**src/design/dsa_ram.sv**
```systemverilog
// Generic simple dual-port RAM: one write port, one read port, registered read.
// No dependencies.
`default_nettype none
module dsa_ram #(
  parameter int WIDTH = 8,
  parameter int DEPTH = 16
) (
  input  wire logic                     clk,
  input  wire logic                     we,
  input  wire logic [$clog2(DEPTH)-1:0] waddr,
  input  wire logic [WIDTH-1:0]         wdata,
  input  wire logic [$clog2(DEPTH)-1:0] raddr,
  output logic      [WIDTH-1:0]         rdata
);

  logic [WIDTH-1:0] mem [DEPTH];

  always_ff @(posedge clk) begin
    if (we) begin
      mem[waddr] <= wdata;
    end
    rdata <= mem[raddr];
  end

endmodule
`default_nettype wire

```
**config.mk**
```make
export PLATFORM = sky130hd
export DESIGN_NAME = dsa_ram
export DESIGN_NICKNAME = d
export VERILOG_FILES = /design/src/design/dsa_ram.sv
export SDC_FILE = /design/constraint.sdc
export NUM_CORES = 1
export LEC_CHECK = 0
export ABC_AREA = 1
export BUFFER_PORTS_ARGS = -buffer_cell sky130_fd_sc_hd__buf_2
export CORE_MARGIN = 10
export CORE_UTILIZATION = 55
export CTS_CLUSTER_SIZE = 40
export DETAILED_ROUTE_END_ITERATION = 8
export PLACE_DENSITY = 0.72
export RECOVER_POWER = 100
export SYNTH_ARGS = -nofsm -noshare
export SYNTH_HDL_FRONTEND = slang
export SYNTH_SLANG_ARGS = --single-unit
```
**constraint.sdc**
```tcl
create_clock -name clk -period 1.72 [get_ports clk]
set_input_delay 0.344 -clock clk [delete_from_list [all_inputs] [get_ports clk]]
set_output_delay 0.344 -clock clk [all_outputs]
set_load 0.1 [all_outputs]
```
==> results of run 1 <==
==> placed cells by master, fill, tap and decap left out <==
cell type | Yosys | layout
nand2_1 | 173 | 173
edfxtp_1 | 128 | 128
inv_1 | 100 | 100
nand3_1 | 97 | 97
clkbuf_1 | 0 | 30
nor2_1 | 17 | 17
clkbuf_16 | 0 | 16
buf_2 | 13 | 10
dfxtp_1 | 8 | 8
clkbuf_2 | 0 | 5
bufinv_16 | 0 | 4
clkinvlp_4 | 0 | 3
clkinv_4 | 0 | 3
buf_4 | 4 | 3
buf_12 | 0 | 3
inv_2 | 2 | 2
nand3b_1 | 2 | 2
clkbuf_8 | 0 | 1
clkinv_2 | 0 | 1
==> registers in the layout (all words and copies together) (netlist names) <==
signal,flops
rdata,8
mem,128
==> area by class of cell <==
cell class                      instances  area (um^2)  share of cell area, %
Timing Repair Buffer                   47        255.2                  3.851
Sequential cell                       136         4004                  60.40
Inverter                              102        382.9                  5.776
Multi-Input combinational cell        289         1214                  18.31
Clock inverter                         11        173.9                  2.624
Tap cell                              136        170.2                  2.567
Clock buffer                           21        429.2                  6.474
==> synthesized netlist by cell type <==
library cell,number
buf_4,4
nand3b_1,2
buf_1,1
nand3_1,97
nor2_1,17
dfxtp_1,8
inv_1,100
edfxtp_1,128
nand2_1,173
buf_2,13
inv_2,2
buf_6,6
==> power by group through the flow <==
stage | Combinational [mW] | Clock (mW) | Sequential, mW
6_report | 0.609 | 3.68 | 3.73
5_1_grt | 0.659 | 3.85 | 3.74
4_1_cts | 0.617 | 3.68 | 3.73
3_5_place_dp | 0.612 | 0 | 3.80
3_3_place_gp | 0.604 | 0 | 3.80
2_1_floorplan | 0.261 | 0 | 3.95
==> cell families (layout without fill, tap and decap cells) <==
kind of cell	count (synthesis)	in the layout	share of synthesized area, %
buf+inv	126	181	9.525
simple gates	289	289	21.05
flops	136	136	69.43
==> per-layer routing <==
layer | vias to the layer above | GRT usage, % | routed length [um]
met5 | - | 0 | 0
met3 | 20 | 7.208 | 1200
met1 | 1914 | 22.81 | 5455
met4 | 0 | 7.658 | 199
li1 | 1858 | - | -
met2 | 184 | 30.01 | 6635
==> worst paths after layout <==
check	start	to	slack, ns	depth (start not counted)
worst min-delay path	raddr[3]	rdata[6]	0.16	3
worst max-delay path	rdata[2]	rdata[2]	0.04	1
worst min register to register	mem[6][2]	rdata[2]	0.68	6
worst max register to register	mem[11][2]	rdata[2]	0.68	6
==> out/qor.yml, run 1 <==
gr-total-overflow: 0
peakVddDrop_mv: 0.6455
slowest_delay_ns: 0.44
p_comb_share_pct: 7.6
ys_types: 12
path_cells: "buf_2"
antenna_found_initial: 0
synth_top_area_cell: "edfxtp_1"
swShare_pct: 22.74
crit_type: "reg -> out"
fmax_mhz: 596.1
seq_area_frac_synth_pct: 69.43
arrival_ns: 1.33
final-max-slew-violation-count: 0
cpLargestDelayFamily: "buffers and inverters"
yosys.area.top_type_share_pct: 66.65
hold_buffers: 0
synth_nets: 569
clock-skew-final_ns: 0.007216
cellPowerDensity_nw_per_um2: 1209
path_clk_slew_ns: 0.06
postRouteAntennaNets: 0
dpl_worst_slack_ns: 0.2268
grt_pass1_wl_mm: 21.15
antenna_cells: 0
start_util_pct: 56.11
portBuffers: 25
vias: 3976
grt_setup_unrepaired: "no"
setup_tns_ns: 0
clock-sinks: 136
nFillCells: 822
numCtsBuffers: 17
clk_path_buf_depth: 2
final_cell_area_um2: 6629
crit_path_start_kind: "flop"
power.leakage_nw: 2.832
rows: 37
outcome: "complete, but fails checks"
finalSetupViolCount: 0
final_nets: 611
layout_min_cycle_time_ns: 1.678
grt_pass1_vias: 3994
required_ns: 1.38
grt_max_degree: 65
place_inst: 710
area_delta_synth_final_pct: 14.95
crit_buf_inv: 1
hpwl_mm: 8.131
clk_latency_ns: 0.53
die_h_um: 122.4
critPathSlowestCell: "buf_2"
whs_ns: 0.1618
violations: "design-rule violations"
total_power_mw: 8.017
gr-usage-all-layers_pct: 18.88
die_x_um: 122.4
post-cts-setup-buffer-count: 0
drive_above_1_share_pct: 8.416
cts_htree_levels: 4
hold_violations: 0
setup_ws_ns: 0.04235
avgViaCountPerCell: 5.358
die_area_um2: 14980
dr.pass1.iters: 7
synth-seq-cells: 136
yosys_warnings: 0
placed_cell_area_um2: 6098
wirelength_mm: 13.49
cts_tree: "done"
drt_iter0_drc: 546
cts_resized: 0
slew_headroom_pct: 33.44
p_clk_share_pct: 45.9
final_cell_count_no_fill: 742
ios: 26
hold_class: "in -> reg"
wl_per_cell_um: 18.18
worst_pin_slew_ns: 0.9984
synthCells: 551
switchingPower_mw: 1.823
fin_crit_sh_pct: 97.54
syn_area_um2: 5767
critPathMaxFanout: 1
synth_area_leaders: "edfxtp_1, nand2_1, nand3_1"
p_int_mw: 6.195
clock-root-buffer: "clkbuf_8"
avgSynthCellArea_um2: 10.47
drv_cap: 0
drcViolationCount: 1
end_kind: "primary output"
final_util_pct: 64.50
p_seq_share_pct: 46.6
gp_congestion: 0.8589
core-area_um2: 10280
Power figures use the tool's default switching activity.
==> run 2: changes to the inputs <==
clock period = 2 ns   (was 1.72 ns; I/O delays follow)
==> out/qor.yml, run 2 (synthesized netlist as in run 1, its figures left out) <==
grt_pass1_vias: 3768  # was 3994
worst_pin_slew_ns: 1.117  # was 0.9984 ns
cellPowerDensity_nw_per_um2: 1061  # was 1209 nW/um^2
gp_congestion: 0.8879  # was 0.8589
final-max-slew-violation-count: 0  # unchanged
whs_ns: 0.2168  # was 0.1618 ns
fin_crit_sh_pct: 89.05
crit_type: "reg -> out"  # unchanged
wl_per_cell_um: 17.07  # was 18.18 um
postRouteAntennaNets: 0  # unchanged
antenna_cells: 0  # unchanged
clock-skew-final_ns: 0.005293  # was 0.007216 ns
slowest_delay_ns: 0.48  # was 0.44 ns
layout_min_cycle_time_ns: 1.781
final_common_cell: "nand2_1"  # unchanged
area_delta_synth_final_pct: 14.73  # was 14.95%
drt_iter0_drc: 413  # was 546
largest-register: "mem"  # unchanged
clk_path_buf_depth: 2  # unchanged
crit_path_start_kind: "flop"  # unchanged
path_clk_slew_ns: 0.06  # about the same
ios: 26  # unchanged
setup_tns_ns: 0  # unchanged
hold_buffers: 0  # unchanged
required_ns: 1.60  # was 1.38 ns
cts_resized: 0  # unchanged
die_x_um: 122.4  # unchanged
vias: 3871  # was 3976
crit_buf_inv: 1  # unchanged
portBuffers: 25  # unchanged
hold_class: "in -> reg"  # unchanged
arrival_ns: 1.38  # was 1.33 ns
final_cell_count_no_fill: 738  # was 742
critPathMaxFanout: 1  # unchanged
finalSetupViolCount: 0  # unchanged
die_area_um2: 14980  # unchanged
layout_common_cells: "nand2_1, edfxtp_1, inv_1"  # unchanged
clock-sinks: 136  # unchanged
gr-usage-all-layers_pct: 17.97  # was 18.88%
dr.pass1.iters: 6  # was 7
peakVddDrop_mv: 0.5410  # was 0.6455 mV
numCtsBuffers: 17  # unchanged
grt_max_degree: 65  # unchanged
die_h_um: 122.4  # unchanged
hpwl_mm: 7.643  # was 8.131 mm
drv_cap: 0  # unchanged
slew_headroom_pct: 25.48  # was 33.44%
rows: 37  # unchanged
largest_reg_flops: 128  # unchanged
start_util_pct: 56.11  # unchanged
gr-total-overflow: 0  # unchanged
drive_above_1_share_pct: 7.807  # was 8.416%
post-cts-setup-buffer-count: 0  # unchanged
drcViolationCount: 0  # was 1
clock-root-buffer: "clkbuf_8"  # unchanged
cts_htree_levels: 4  # unchanged
grt_pass1_wl_mm: 20.06  # was 21.15 mm
outcome: "completed"  # was complete, but fails checks
core-area_um2: 10280  # unchanged
wirelength_mm: 12.59  # was 13.49 mm
top_regs: "mem: 128 flops, rdata: 8 flops"  # unchanged
critPathSlowestCell: "clkbuf_2"  # was buf_2
end_kind: "primary output"  # unchanged
avgViaCountPerCell: 5.245  # was 5.358
path_cells: "clkbuf_2"  # was buf_2
antenna_found_initial: 0  # unchanged
fmax_mhz: 561.5
final_nets: 607  # was 611
place_inst: 706  # was 710
cts_tree: "done"  # unchanged
hold_violations: 0  # unchanged
cpLargestDelayFamily: "buffers and inverters"  # unchanged
power.leakage_nw: 2.826  # was 2.832 nW
grt_setup_unrepaired: "no"  # unchanged
clk_latency_ns: 0.53  # about the same
==> run 2: layout make-up <==
| class | count | area [um^2] |
|---|---|---|
| clock inverters | 13 | 201.4 |
| inverters | 102 | 382.9 |
| clock buffers | 19 | 431.7 |
| multi-input cells | 289 | 1214 |
| repair buffers | 43 | 212.7 |
| well taps | 136 | 170.2 |
| fillers | 819 | 3661 |
| flip-flops and latches | 136 | 4004 |
==> run 2: report_power, final <==
| part | switching (mW) | internal (mW) | total (mW) |
|---|---|---|---|
| clock | 1.13 | 2.17 | 3.31 |
| combinational | 0.399 | 0.104 | 0.503 |
| sequential | 0.0233 | 3.19 | 3.21 |
| total | 1.56 | 5.47 | 7.02 |
==> run 2: path summary, 6_finish.rpt <==
kind         slack [ns]  cells after the start        from  endpoint
min                0.22                      3    raddr[3]  rdata[0]
max                0.22                      1    rdata[1]  rdata[1]
max reg2reg        0.96                      6   mem[4][3]  rdata[3]
min reg2reg        0.67                      6  mem[13][1]  rdata[1]
==> run 2: layer usage <==
metal | up-vias | GRT usage (%) | share of wire [%]
met1 | 1806 | 22.77 | 42
li1 | 1845 | - | -
met2 | 182 | 28.33 | 47
met4 | 0 | 10.09 | 3.4
met3 | 38 | 3.765 | 7.4
met5 | - | 0 | 0
==> run 2: stage by stage <==
step	instance area (um^2)	util, %	total power, mW	worst slack [ns]
after floorplan	5767	-	3.621	0.6492
after global placement	6056	58.92	3.770	0.4632
after detailed placement	6056	58.92	3.780	0.4116
after CTS	6689	65.08	7.066	0.2280
after global routing	6616	64.38	7.221	0.2047
final	6616	64.38	7.023	0.2190
