==> src/design/dsa_pkg.sv <==
// Shared constants, codes and types of the descriptor slot allocator.
// No dependencies; used by dsa_ctrl and descriptor_slot_allocator.
`default_nettype none
package dsa_pkg;

  localparam int MAX_SLOTS  = 1024;
  localparam int NUM_HEAPS  = 4;
  localparam int MAX_RANGES = 16;

  localparam int SLOT_W  = 10;                          // slot offset width
  localparam int CNT_W   = 11;                          // slot count width
  localparam int HEAP_W  = 2;
  localparam int OP_W    = 2;
  localparam int STAT_W  = 2;
  localparam int RIDX_W  = $clog2(MAX_RANGES);          // range entry index
  localparam int RCNT_W  = $clog2(MAX_RANGES + 2);      // holds up to MAX_RANGES + 1
  localparam int STK_AW  = HEAP_W + SLOT_W;
  localparam int RNG_AW  = HEAP_W + 1 + RIDX_W;         // heap, bank, index
  localparam int STK_DEPTH = NUM_HEAPS * MAX_SLOTS;
  localparam int RNG_DEPTH = NUM_HEAPS * 2 * MAX_RANGES;

  localparam logic [OP_W-1:0] OP_ALLOC_ONE   = 2'd0;
  localparam logic [OP_W-1:0] OP_ALLOC_RANGE = 2'd1;
  localparam logic [OP_W-1:0] OP_FREE_ONE    = 2'd2;
  localparam logic [OP_W-1:0] OP_FREE_RANGE  = 2'd3;

  localparam logic [STAT_W-1:0] ST_DONE     = 2'd0;
  localparam logic [STAT_W-1:0] ST_FULL     = 2'd1;
  localparam logic [STAT_W-1:0] ST_IGNORED  = 2'd2;
  localparam logic [STAT_W-1:0] ST_OVERFLOW = 2'd3;

  typedef struct packed {
    logic [SLOT_W-1:0] start;
    logic [CNT_W-1:0]  len;
  } rng_entry_t;

  localparam int RNG_DW = $bits(rng_entry_t);

  typedef struct packed {
    logic              we;
    logic [STK_AW-1:0] addr;
    logic [SLOT_W-1:0] data;
  } stk_wr_t;

  typedef struct packed {
    logic              we;
    logic [RNG_AW-1:0] addr;
    rng_entry_t        data;
  } rng_wr_t;

  typedef logic [NUM_HEAPS-1:0][CNT_W-1:0] cap_arr_t;

endpackage
`default_nettype wire

==> src/design/dsa_ctrl.sv <==
// Request sequencer: per-heap counters, stack pop/push and range table walks.
// Depends on dsa_pkg; drives the stack and range RAMs in the top level.
`default_nettype none
module dsa_ctrl (
  input  wire logic                     clk,
  input  wire logic                     rst_n,
  input  wire logic                     start,
  output logic                          busy,
  input  wire logic [dsa_pkg::OP_W-1:0]   in_operation,
  input  wire logic [dsa_pkg::HEAP_W-1:0] in_heap,
  input  wire logic [dsa_pkg::SLOT_W-1:0] in_slot_offset,
  input  wire logic [dsa_pkg::CNT_W-1:0]  in_slot_count,
  input  wire logic                     in_handle_valid,
  input  wire dsa_pkg::cap_arr_t        cap,
  output logic                          out_valid,
  output logic [dsa_pkg::SLOT_W-1:0]    out_granted_offset,
  output logic [dsa_pkg::STAT_W-1:0]    out_status,
  output dsa_pkg::stk_wr_t              stk_wr,
  output logic [dsa_pkg::STK_AW-1:0]    stk_raddr,
  input  wire logic [dsa_pkg::SLOT_W-1:0] stk_rdata,
  output dsa_pkg::rng_wr_t              rng_wr,
  output logic [dsa_pkg::RNG_AW-1:0]    rng_raddr,
  input  wire dsa_pkg::rng_entry_t      rng_rdata
);
  import dsa_pkg::*;

  typedef enum logic [3:0] {
    S_IDLE, S_POP, S_TAKE, S_AR_RD, S_AR_CMP, S_FR_RD, S_FR_CMP, S_FR_TAIL, S_FR_FLUSH
  } state_t;

  state_t              state_r, state_nxt;
  logic [HEAP_W-1:0]   heap_r, heap_nxt;
  logic [SLOT_W-1:0]   off_r, off_nxt;
  logic [CNT_W-1:0]    len_r, len_nxt;
  logic [CNT_W-1:0]    sdepth_r [NUM_HEAPS];
  logic [CNT_W-1:0]    sdepth_nxt [NUM_HEAPS];
  logic [RCNT_W-1:0]   rcount_r [NUM_HEAPS];
  logic [RCNT_W-1:0]   rcount_nxt [NUM_HEAPS];
  logic [CNT_W-1:0]    bump_r [NUM_HEAPS];
  logic [CNT_W-1:0]    bump_nxt [NUM_HEAPS];
  logic [NUM_HEAPS-1:0] bank_r, bank_nxt;
  logic [RCNT_W-1:0]   rd_idx_r, rd_idx_nxt;
  logic [RCNT_W-1:0]   wr_idx_r, wr_idx_nxt;
  logic                placed_r, placed_nxt;
  logic                found_r, found_nxt;
  logic                have_r, have_nxt;
  logic [SLOT_W-1:0]   last_s_r, last_s_nxt;
  logic [CNT_W-1:0]    last_e_r, last_e_nxt;
  logic [SLOT_W-1:0]   granted_r, granted_nxt;
  logic                out_valid_r, out_valid_nxt;
  logic [SLOT_W-1:0]   out_off_r, out_off_nxt;
  logic [STAT_W-1:0]   out_status_r, out_status_nxt;

  logic                idle;
  logic [HEAP_W-1:0]   hsel;
  logic [CNT_W-1:0]    cap_eff;
  logic [CNT_W-1:0]    len_sel;
  logic [CNT_W:0]      bump_sum;
  logic                push_en;
  logic [SLOT_W-1:0]   push_s;
  logic [CNT_W-1:0]    push_l;
  logic [CNT_W-1:0]    push_e;
  logic                emit_en;
  logic [CNT_W-1:0]    new_len;
  logic [CNT_W-1:0]    avail;
  logic [RCNT_W-1:0]   fin_count;

  assign idle      = (state_r == S_IDLE);
  assign busy      = !idle;
  assign hsel      = idle ? in_heap : heap_r;
  assign cap_eff   = (cap[hsel] > CNT_W'(MAX_SLOTS)) ? CNT_W'(MAX_SLOTS) : cap[hsel];
  assign len_sel   = idle ? in_slot_count : len_r;
  assign bump_sum  = {1'b0, bump_r[hsel]} + {1'b0, len_sel};
  assign new_len   = rng_rdata.len - len_r;
  assign avail     = CNT_W'(MAX_SLOTS) - {1'b0, in_slot_offset};
  assign fin_count = wr_idx_r + RCNT_W'(1);
  assign push_e    = {1'b0, push_s} + push_l;

  assign out_valid          = out_valid_r;
  assign out_granted_offset = out_off_r;
  assign out_status         = out_status_r;

  always_comb begin
    state_nxt      = state_r;
    heap_nxt       = heap_r;
    off_nxt        = off_r;
    len_nxt        = len_r;
    sdepth_nxt     = sdepth_r;
    rcount_nxt     = rcount_r;
    bump_nxt       = bump_r;
    bank_nxt       = bank_r;
    rd_idx_nxt     = rd_idx_r;
    wr_idx_nxt     = wr_idx_r;
    placed_nxt     = placed_r;
    found_nxt      = found_r;
    have_nxt       = have_r;
    last_s_nxt     = last_s_r;
    last_e_nxt     = last_e_r;
    granted_nxt    = granted_r;
    out_valid_nxt  = 1'b0;
    out_off_nxt    = '0;
    out_status_nxt = ST_DONE;
    stk_wr         = '0;
    rng_wr         = '0;
    stk_raddr      = {heap_r, sdepth_r[heap_r][SLOT_W-1:0]};
    rng_raddr      = {heap_r, bank_r[heap_r], rd_idx_r[RIDX_W-1:0]};
    push_en        = 1'b0;
    push_s         = off_r;
    push_l         = len_r;
    emit_en        = 1'b0;

    unique case (state_r)
      S_IDLE: begin
        stk_raddr = {in_heap, SLOT_W'(sdepth_r[in_heap] - CNT_W'(1))};
        rng_raddr = {in_heap, bank_r[in_heap],
                     RIDX_W'(rcount_r[in_heap] - RCNT_W'(1))};
        if (start) begin
          heap_nxt    = in_heap;
          off_nxt     = in_slot_offset;
          len_nxt     = in_slot_count;
          rd_idx_nxt  = '0;
          wr_idx_nxt  = '0;
          placed_nxt  = 1'b0;
          found_nxt   = 1'b0;
          have_nxt    = 1'b0;
          unique case (in_operation)
            OP_ALLOC_ONE: begin
              if (sdepth_r[in_heap] != '0) begin
                sdepth_nxt[in_heap] = sdepth_r[in_heap] - CNT_W'(1);
                state_nxt = S_POP;
              end else if (rcount_r[in_heap] != '0) begin
                rd_idx_nxt = rcount_r[in_heap] - RCNT_W'(1);
                state_nxt  = S_TAKE;
              end else if (bump_r[in_heap] < cap_eff) begin
                bump_nxt[in_heap] = bump_r[in_heap] + CNT_W'(1);
                out_valid_nxt = 1'b1;
                out_off_nxt   = bump_r[in_heap][SLOT_W-1:0];
              end else begin
                out_valid_nxt  = 1'b1;
                out_status_nxt = ST_FULL;
              end
            end
            OP_ALLOC_RANGE: begin
              if (in_slot_count == '0) begin
                out_valid_nxt  = 1'b1;
                out_status_nxt = ST_IGNORED;
              end else begin
                state_nxt = S_AR_RD;
              end
            end
            OP_FREE_ONE: begin
              out_valid_nxt = 1'b1;
              if (!in_handle_valid) begin
                out_status_nxt = ST_IGNORED;
              end else if (sdepth_r[in_heap] >= CNT_W'(MAX_SLOTS)) begin
                out_status_nxt = ST_OVERFLOW;
              end else begin
                stk_wr.we   = 1'b1;
                stk_wr.addr = {in_heap, sdepth_r[in_heap][SLOT_W-1:0]};
                stk_wr.data = in_slot_offset;
                sdepth_nxt[in_heap] = sdepth_r[in_heap] + CNT_W'(1);
              end
            end
            OP_FREE_RANGE: begin
              if (!in_handle_valid || in_slot_count == '0) begin
                out_valid_nxt  = 1'b1;
                out_status_nxt = ST_IGNORED;
              end else begin
                len_nxt   = (in_slot_count > avail) ? avail : in_slot_count;
                state_nxt = S_FR_RD;
              end
            end
            default: ;
          endcase
        end
      end

      S_POP: begin
        out_valid_nxt = 1'b1;
        out_off_nxt   = stk_rdata;
        state_nxt     = S_IDLE;
      end

      S_TAKE: begin
        // Trim one slot off the low end of the top range, in place.
        rng_wr.we         = 1'b1;
        rng_wr.addr       = {heap_r, bank_r[heap_r], rd_idx_r[RIDX_W-1:0]};
        rng_wr.data.start = rng_rdata.start + SLOT_W'(1);
        rng_wr.data.len   = rng_rdata.len - CNT_W'(1);
        if (rng_rdata.len == CNT_W'(1)) begin
          rcount_nxt[heap_r] = rcount_r[heap_r] - RCNT_W'(1);
        end
        out_valid_nxt = 1'b1;
        out_off_nxt   = rng_rdata.start;
        state_nxt     = S_IDLE;
      end

      S_AR_RD: begin
        if (rd_idx_r == rcount_r[heap_r]) begin
          out_valid_nxt = 1'b1;
          state_nxt     = S_IDLE;
          if (found_r) begin
            bank_nxt[heap_r]   = ~bank_r[heap_r];
            rcount_nxt[heap_r] = wr_idx_r;
            out_off_nxt        = granted_r;
          end else if (bump_sum > {1'b0, cap_eff}) begin
            out_status_nxt = ST_FULL;
          end else begin
            bump_nxt[heap_r] = bump_sum[CNT_W-1:0];
            out_off_nxt      = bump_r[heap_r][SLOT_W-1:0];
          end
        end else begin
          state_nxt = S_AR_CMP;
        end
      end

      S_AR_CMP: begin
        // Copy into the spare bank, carving the first fitting range.
        rng_wr.addr = {heap_r, ~bank_r[heap_r], wr_idx_r[RIDX_W-1:0]};
        rng_wr.data = rng_rdata;
        if (!found_r && rng_rdata.len >= len_r) begin
          found_nxt         = 1'b1;
          granted_nxt       = rng_rdata.start;
          rng_wr.data.start = SLOT_W'({1'b0, rng_rdata.start} + len_r);
          rng_wr.data.len   = new_len;
          if (new_len != '0) begin
            rng_wr.we  = 1'b1;
            wr_idx_nxt = wr_idx_r + RCNT_W'(1);
          end
        end else begin
          rng_wr.we  = 1'b1;
          wr_idx_nxt = wr_idx_r + RCNT_W'(1);
        end
        rd_idx_nxt = rd_idx_r + RCNT_W'(1);
        state_nxt  = S_AR_RD;
      end

      S_FR_RD: begin
        state_nxt = (rd_idx_r == rcount_r[heap_r]) ? S_FR_TAIL : S_FR_CMP;
      end

      S_FR_CMP: begin
        if (!placed_r && off_r < rng_rdata.start) begin
          push_en    = 1'b1;
          placed_nxt = 1'b1;
        end else begin
          push_en    = 1'b1;
          push_s     = rng_rdata.start;
          push_l     = rng_rdata.len;
          rd_idx_nxt = rd_idx_r + RCNT_W'(1);
          state_nxt  = S_FR_RD;
        end
      end

      S_FR_TAIL: begin
        push_en    = !placed_r;
        placed_nxt = 1'b1;
        state_nxt  = S_FR_FLUSH;
      end

      S_FR_FLUSH: begin
        emit_en       = 1'b1;
        out_valid_nxt = 1'b1;
        state_nxt     = S_IDLE;
        if (fin_count > RCNT_W'(MAX_RANGES)) begin
          out_status_nxt = ST_OVERFLOW;
        end else begin
          bank_nxt[heap_r]   = ~bank_r[heap_r];
          rcount_nxt[heap_r] = fin_count;
        end
      end

      default: state_nxt = S_IDLE;
    endcase

    // Coalescing merge: extend the pending range or retire it.
    if (push_en) begin
      if (have_r && {1'b0, push_s} <= last_e_r) begin
        if (push_e > last_e_r) begin
          last_e_nxt = push_e;
        end
      end else begin
        emit_en    = have_r;
        last_s_nxt = push_s;
        last_e_nxt = push_e;
        have_nxt   = 1'b1;
      end
    end

    if (emit_en) begin
      rng_wr.we         = (wr_idx_r < RCNT_W'(MAX_RANGES));
      rng_wr.addr       = {heap_r, ~bank_r[heap_r], wr_idx_r[RIDX_W-1:0]};
      rng_wr.data.start = last_s_r;
      rng_wr.data.len   = last_e_r - {1'b0, last_s_r};
      wr_idx_nxt        = wr_idx_r + RCNT_W'(1);
    end
  end

  always_ff @(posedge clk) begin
    if (!rst_n) begin
      state_r     <= S_IDLE;
      out_valid_r <= 1'b0;
      bank_r      <= '0;
      for (int i = 0; i < NUM_HEAPS; i++) begin
        sdepth_r[i] <= '0;
        rcount_r[i] <= '0;
        bump_r[i]   <= (i == 0) ? CNT_W'(1) : '0;
      end
    end else begin
      state_r     <= state_nxt;
      out_valid_r <= out_valid_nxt;
      bank_r      <= bank_nxt;
      sdepth_r    <= sdepth_nxt;
      rcount_r    <= rcount_nxt;
      bump_r      <= bump_nxt;
    end
    heap_r       <= heap_nxt;
    off_r        <= off_nxt;
    len_r        <= len_nxt;
    rd_idx_r     <= rd_idx_nxt;
    wr_idx_r     <= wr_idx_nxt;
    placed_r     <= placed_nxt;
    found_r      <= found_nxt;
    have_r       <= have_nxt;
    last_s_r     <= last_s_nxt;
    last_e_r     <= last_e_nxt;
    granted_r    <= granted_nxt;
    out_off_r    <= out_off_nxt;
    out_status_r <= out_status_nxt;
  end

endmodule
`default_nettype wire

==> config.mk <==
export PLATFORM = sky130hd
export DESIGN_NAME = dsa_ctrl
export DESIGN_NICKNAME = d
export VERILOG_FILES = /design/src/design/dsa_pkg.sv /design/src/design/dsa_ctrl.sv
export SDC_FILE = /design/constraint.sdc
export NUM_CORES = 1
export LEC_CHECK = 0
export ABC_AREA = 1
export BUFFER_PORTS_ARGS = -buffer_cell sky130_fd_sc_hd__buf_2
export CORE_ASPECT_RATIO = 1.25
export CORE_MARGIN = 4
export CORE_UTILIZATION = 40
export CTS_BUF_LIST = sky130_fd_sc_hd__clkbuf_4 sky130_fd_sc_hd__clkbuf_8 sky130_fd_sc_hd__clkbuf_16
export CTS_CLUSTER_DIAMETER = 40
export DETAILED_ROUTE_END_ITERATION = 6
export SYNTH_ARGS = -nofsm -noshare
export SYNTH_HDL_FRONTEND = slang
export SYNTH_SLANG_ARGS = --single-unit
==> constraint.sdc <==
create_clock -name clk -period 5.6 [get_ports clk]
set_input_delay 0.28 -clock clk [delete_from_list [all_inputs] [get_ports clk]]
set_output_delay 0.28 -clock clk [all_outputs]
set_load 0.1 [all_outputs]
==> metrics.csv <==
metric;value;unit
netlist_instances;2830;
yosys.area.top_type;dfxtp_1;
rr_endpoint;last_e_r[5]$_DFFE_PP_;
power.internal;0.00361;W
io_buffers;188;
routabilityCongestion;1.01;
wl_per_cell;22.4;um
path_delay_family;buffers and inverters;
grt_pass1_wl;120000;um
cts_buffers;17;
dp_hpwl;65000;um
dieArea;0.0478;mm2
slew_viol_final;0;
tightest_slew;1.08;ns
yosysMostFrequentCell;nand2_1;
path_depth;23;
drc;0;
grt_setup_unrepaired;false;
synth.net_count;3063;
crit_required;5.32;ns
ys_seq_elements;196;
synth_compound_area_share;19.7;%
finalSetupViolCount;0;
crit_end;rng_wr[26];
drt_iter0_drc;2157;
cts-root-buf;clkbuf_16;
synthSimpleGateAreaFrac;31.1;%
worstPathMaxFanout;45;
rrSetupSlack;0.49;ns
synth_edf_count;66;
yosys.area_share.adder;9.30;%
p_switching;0.00417;W
cp-end-kind;primary output;
r2r_start;off_r[3]$_DFFE_PP_;
die_y;244;um
cts_tree;yes;
pwr-share-clk;17.2;%
fin_crit_sh;93.2;%
r2r_cells;24;
coreArea;0.0440;mm2
finalClockSkew;0.0156;ns
dp_slack;-0.224;ns
synth_area_leaders;dfxtp_1, nand2_1, edfxtp_1;
p_leak;9.55;nW
fp-row-count;86;
path_buf_inv;5;
dr.pass1.iters;6;
dp_cells;3580;
ys_top_cells_by_count;nand2_1, inv_1, nor2_1;
cpMostUsedCell;nand2_1;
status;finished clean;
yosysWarnings;0;
clock_sinks;196;
grtUsageTotal;32.7;%
final_util;46.6;%
synth_xor_area_share;2.47;%
die_w;196;um
routed_wl;81100;um
hold_class;in2reg;
synthMuxAreaShare;0;%
layout.nets;3264;
ios;189;
ant_nets;0;
synth_cell_types;54;
area_growth;15.6;%
max-vdd-ir-drop;0.270;mV
initial_core_util;40.3;%
ys_seq_area_share;25.8;%
synthArstFlopShare;0;%
overflow;0;
power_frac_comb;60.4;%
clk_pin_slew;0.08;ns
relSlewSlack;27.8;%
antenna_found_initial;4;
clk_path_buf_depth;2;
ys.flop_type;dfxtp_1;
via_count;20700;
hold_violations;0;
critical-path-max-stage-delay;0.48;ns
crit_slowest_cell;buf_2;
critPathLaunchType;register;
htreeDepth;4;
final_cells;3619;
post-route-min-period;5.22;ns
hold_buffers;0;
swShare;53.6;%
synth_top_family_by_area;simple AND/OR/NAND/NOR gates;
netlist_area;0.0178;mm2
fmax;192;MHz
final_layout_size_suffix_gt1_share;12.5;%
p_seq_share;22.4;%
worstSetupPathType;reg2out;
critPathArrivalTime;4.94;ns
crit_chain;ha_1 -> a21oi_1 -> o21ai_0 -> nand2_1 -> nand4_1 -> nand2_1 -> buf_8 -> nand2_1 -> o21ai_0 -> buf_4 -> ha_1 -> nand2_1 -> o21ai_0 -> nand2_1 -> o2111ai_1 -> nand3_1 -> nand2_1 -> nand2_1 -> inv_2 -> nor2_1 -> buf_4 -> a21oi_1 -> buf_2;
grt_max_degree;62;
fin_ws;0.381;ns
max-cap-violations;0;
yosysTopAreaCellShare;14.7;%
via_per_inst;5.72;
clk_latency;0.49;ns
p_per_area;379;mW/mm2
grt_pass1_vias;19400;
syn_area_per_cell;6.27;um2
startpoint;off_r[3]$_DFFE_PP_;
-- routing by layer --
layer	part of all wire [%]	routed length, um	vias to the layer above	GRT usage (%)
li1	-	-	9846	-
met1	38	30900	9576	38.4
met5	0	0	-	0
met4	7.2	5860	0	19.6
met3	6.5	5260	243	4.14
met2	48	39100	1037	56.5
-- power groups by stage --
stage | sequential [W] | combinational, W | clock (W)
after floorplan | 0.00181 | 0.00299 | 0
after global placement | 0.00177 | 0.00455 | 0
after detailed placement | 0.00177 | 0.00456 | 0
after CTS | 0.00174 | 0.00459 | 0.00135
after global routing | 0.00175 | 0.00505 | 0.00142
final | 0.00174 | 0.00470 | 0.00134
-- cell type report --
type / count / area, um2
fill: 4760 / 23500
multi-input combinational: 2101 / 11200
sequential: 196 / 4580
timing repair buffer: 291 / 1830
inverter: 424 / 1590
tap: 572 / 716
clock buffer: 21 / 490
clock inverter: 11 / 133
antenna: 3 / 7.51
-- state kept, by name (all words and copies together) (netlist names), 10 cells and up --
name,flops
len_r,11
sdepth_r,44
out_granted_offset,10
bump_r,44
rcount_r,20
last_s_r,10
last_e_r,11
granted_r,10
off_r,10
-- cells in the final DEF (no fill, tap or decap), types with 11 or more instances in the layout --
cell type,count
nor3_1,25
o221ai_1,12
nor2_1,367
a31oi_1,11
buf_2,178
nand3_1,151
a22oi_1,13
a21oi_1,172
o2111ai_1,25
nand4_1,91
inv_1,406
inv_2,15
o22ai_1,69
dfxtp_1,130
buf_4,100
clkbuf_16,19
ha_1,124
xor2_1,40
o21ai_0,249
edfxtp_1,66
nand2_1,625
-- how the worst min path moves through the flow --
stage / from / end / slack, ns / cells after the start
floorplan: rng_rdata[11] / granted_r[0]$_DFFE_PP_ / 0.38 / 0
global placement: bump_r[33]$_SDFFE_PN1P_ / bump_r[33]$_SDFFE_PN1P_ / 0.45 / 2
detailed placement: bump_r[33]$_SDFFE_PN1P_ / bump_r[33]$_SDFFE_PN1P_ / 0.45 / 2
CTS: in_slot_offset[6] / off_r[6]$_DFFE_PP_ / 0.01 / 1
finish: in_slot_offset[6] / off_r[6]$_DFFE_PP_ / 0.04 / 1
global route: in_slot_offset[6] / off_r[6]$_DFFE_PP_ / 0.03 / 1
-- stage by stage --
stage / setup TNS (ns) / cell area, um2 / power, W / hold slack (ns)
2_1_floorplan: 0 / 17800 / 0.00480 / 0.379
3_3_place_gp: -0.102 / 19800 / 0.00632 / 0.446
3_5_place_dp: -4.53 / 19800 / 0.00633 / 0.449
4_1_cts: 0 / 20400 / 0.00768 / 0.00992
5_1_grt: 0 / 20500 / 0.00822 / 0.0257
6_report: 0 / 20500 / 0.00778 / 0.0385
-- cells by family (layout without fill, tap and decap cells) --
kind of cell               after synthesis  count (layout)
AOI/OAI and AO/OA                      611             611
adders and majority gates              129             129
xor gates and xnor gates                50              50
and+or+nand+nor                       1310            1311
other                                    0               3
DFF                                    196             196
buffers and inverters                  534             747
-- what timing repair did --
action                     4_1_cts  5_1_grt
hold endpoints to repair         0        0
pin swaps                        0        1
resized for setup                1       16
setup endpoints to repair       40       81
gates cloned                     0        1
setup buffers                    0        3
No activity file was read; power rests on OpenSTA's default activity.
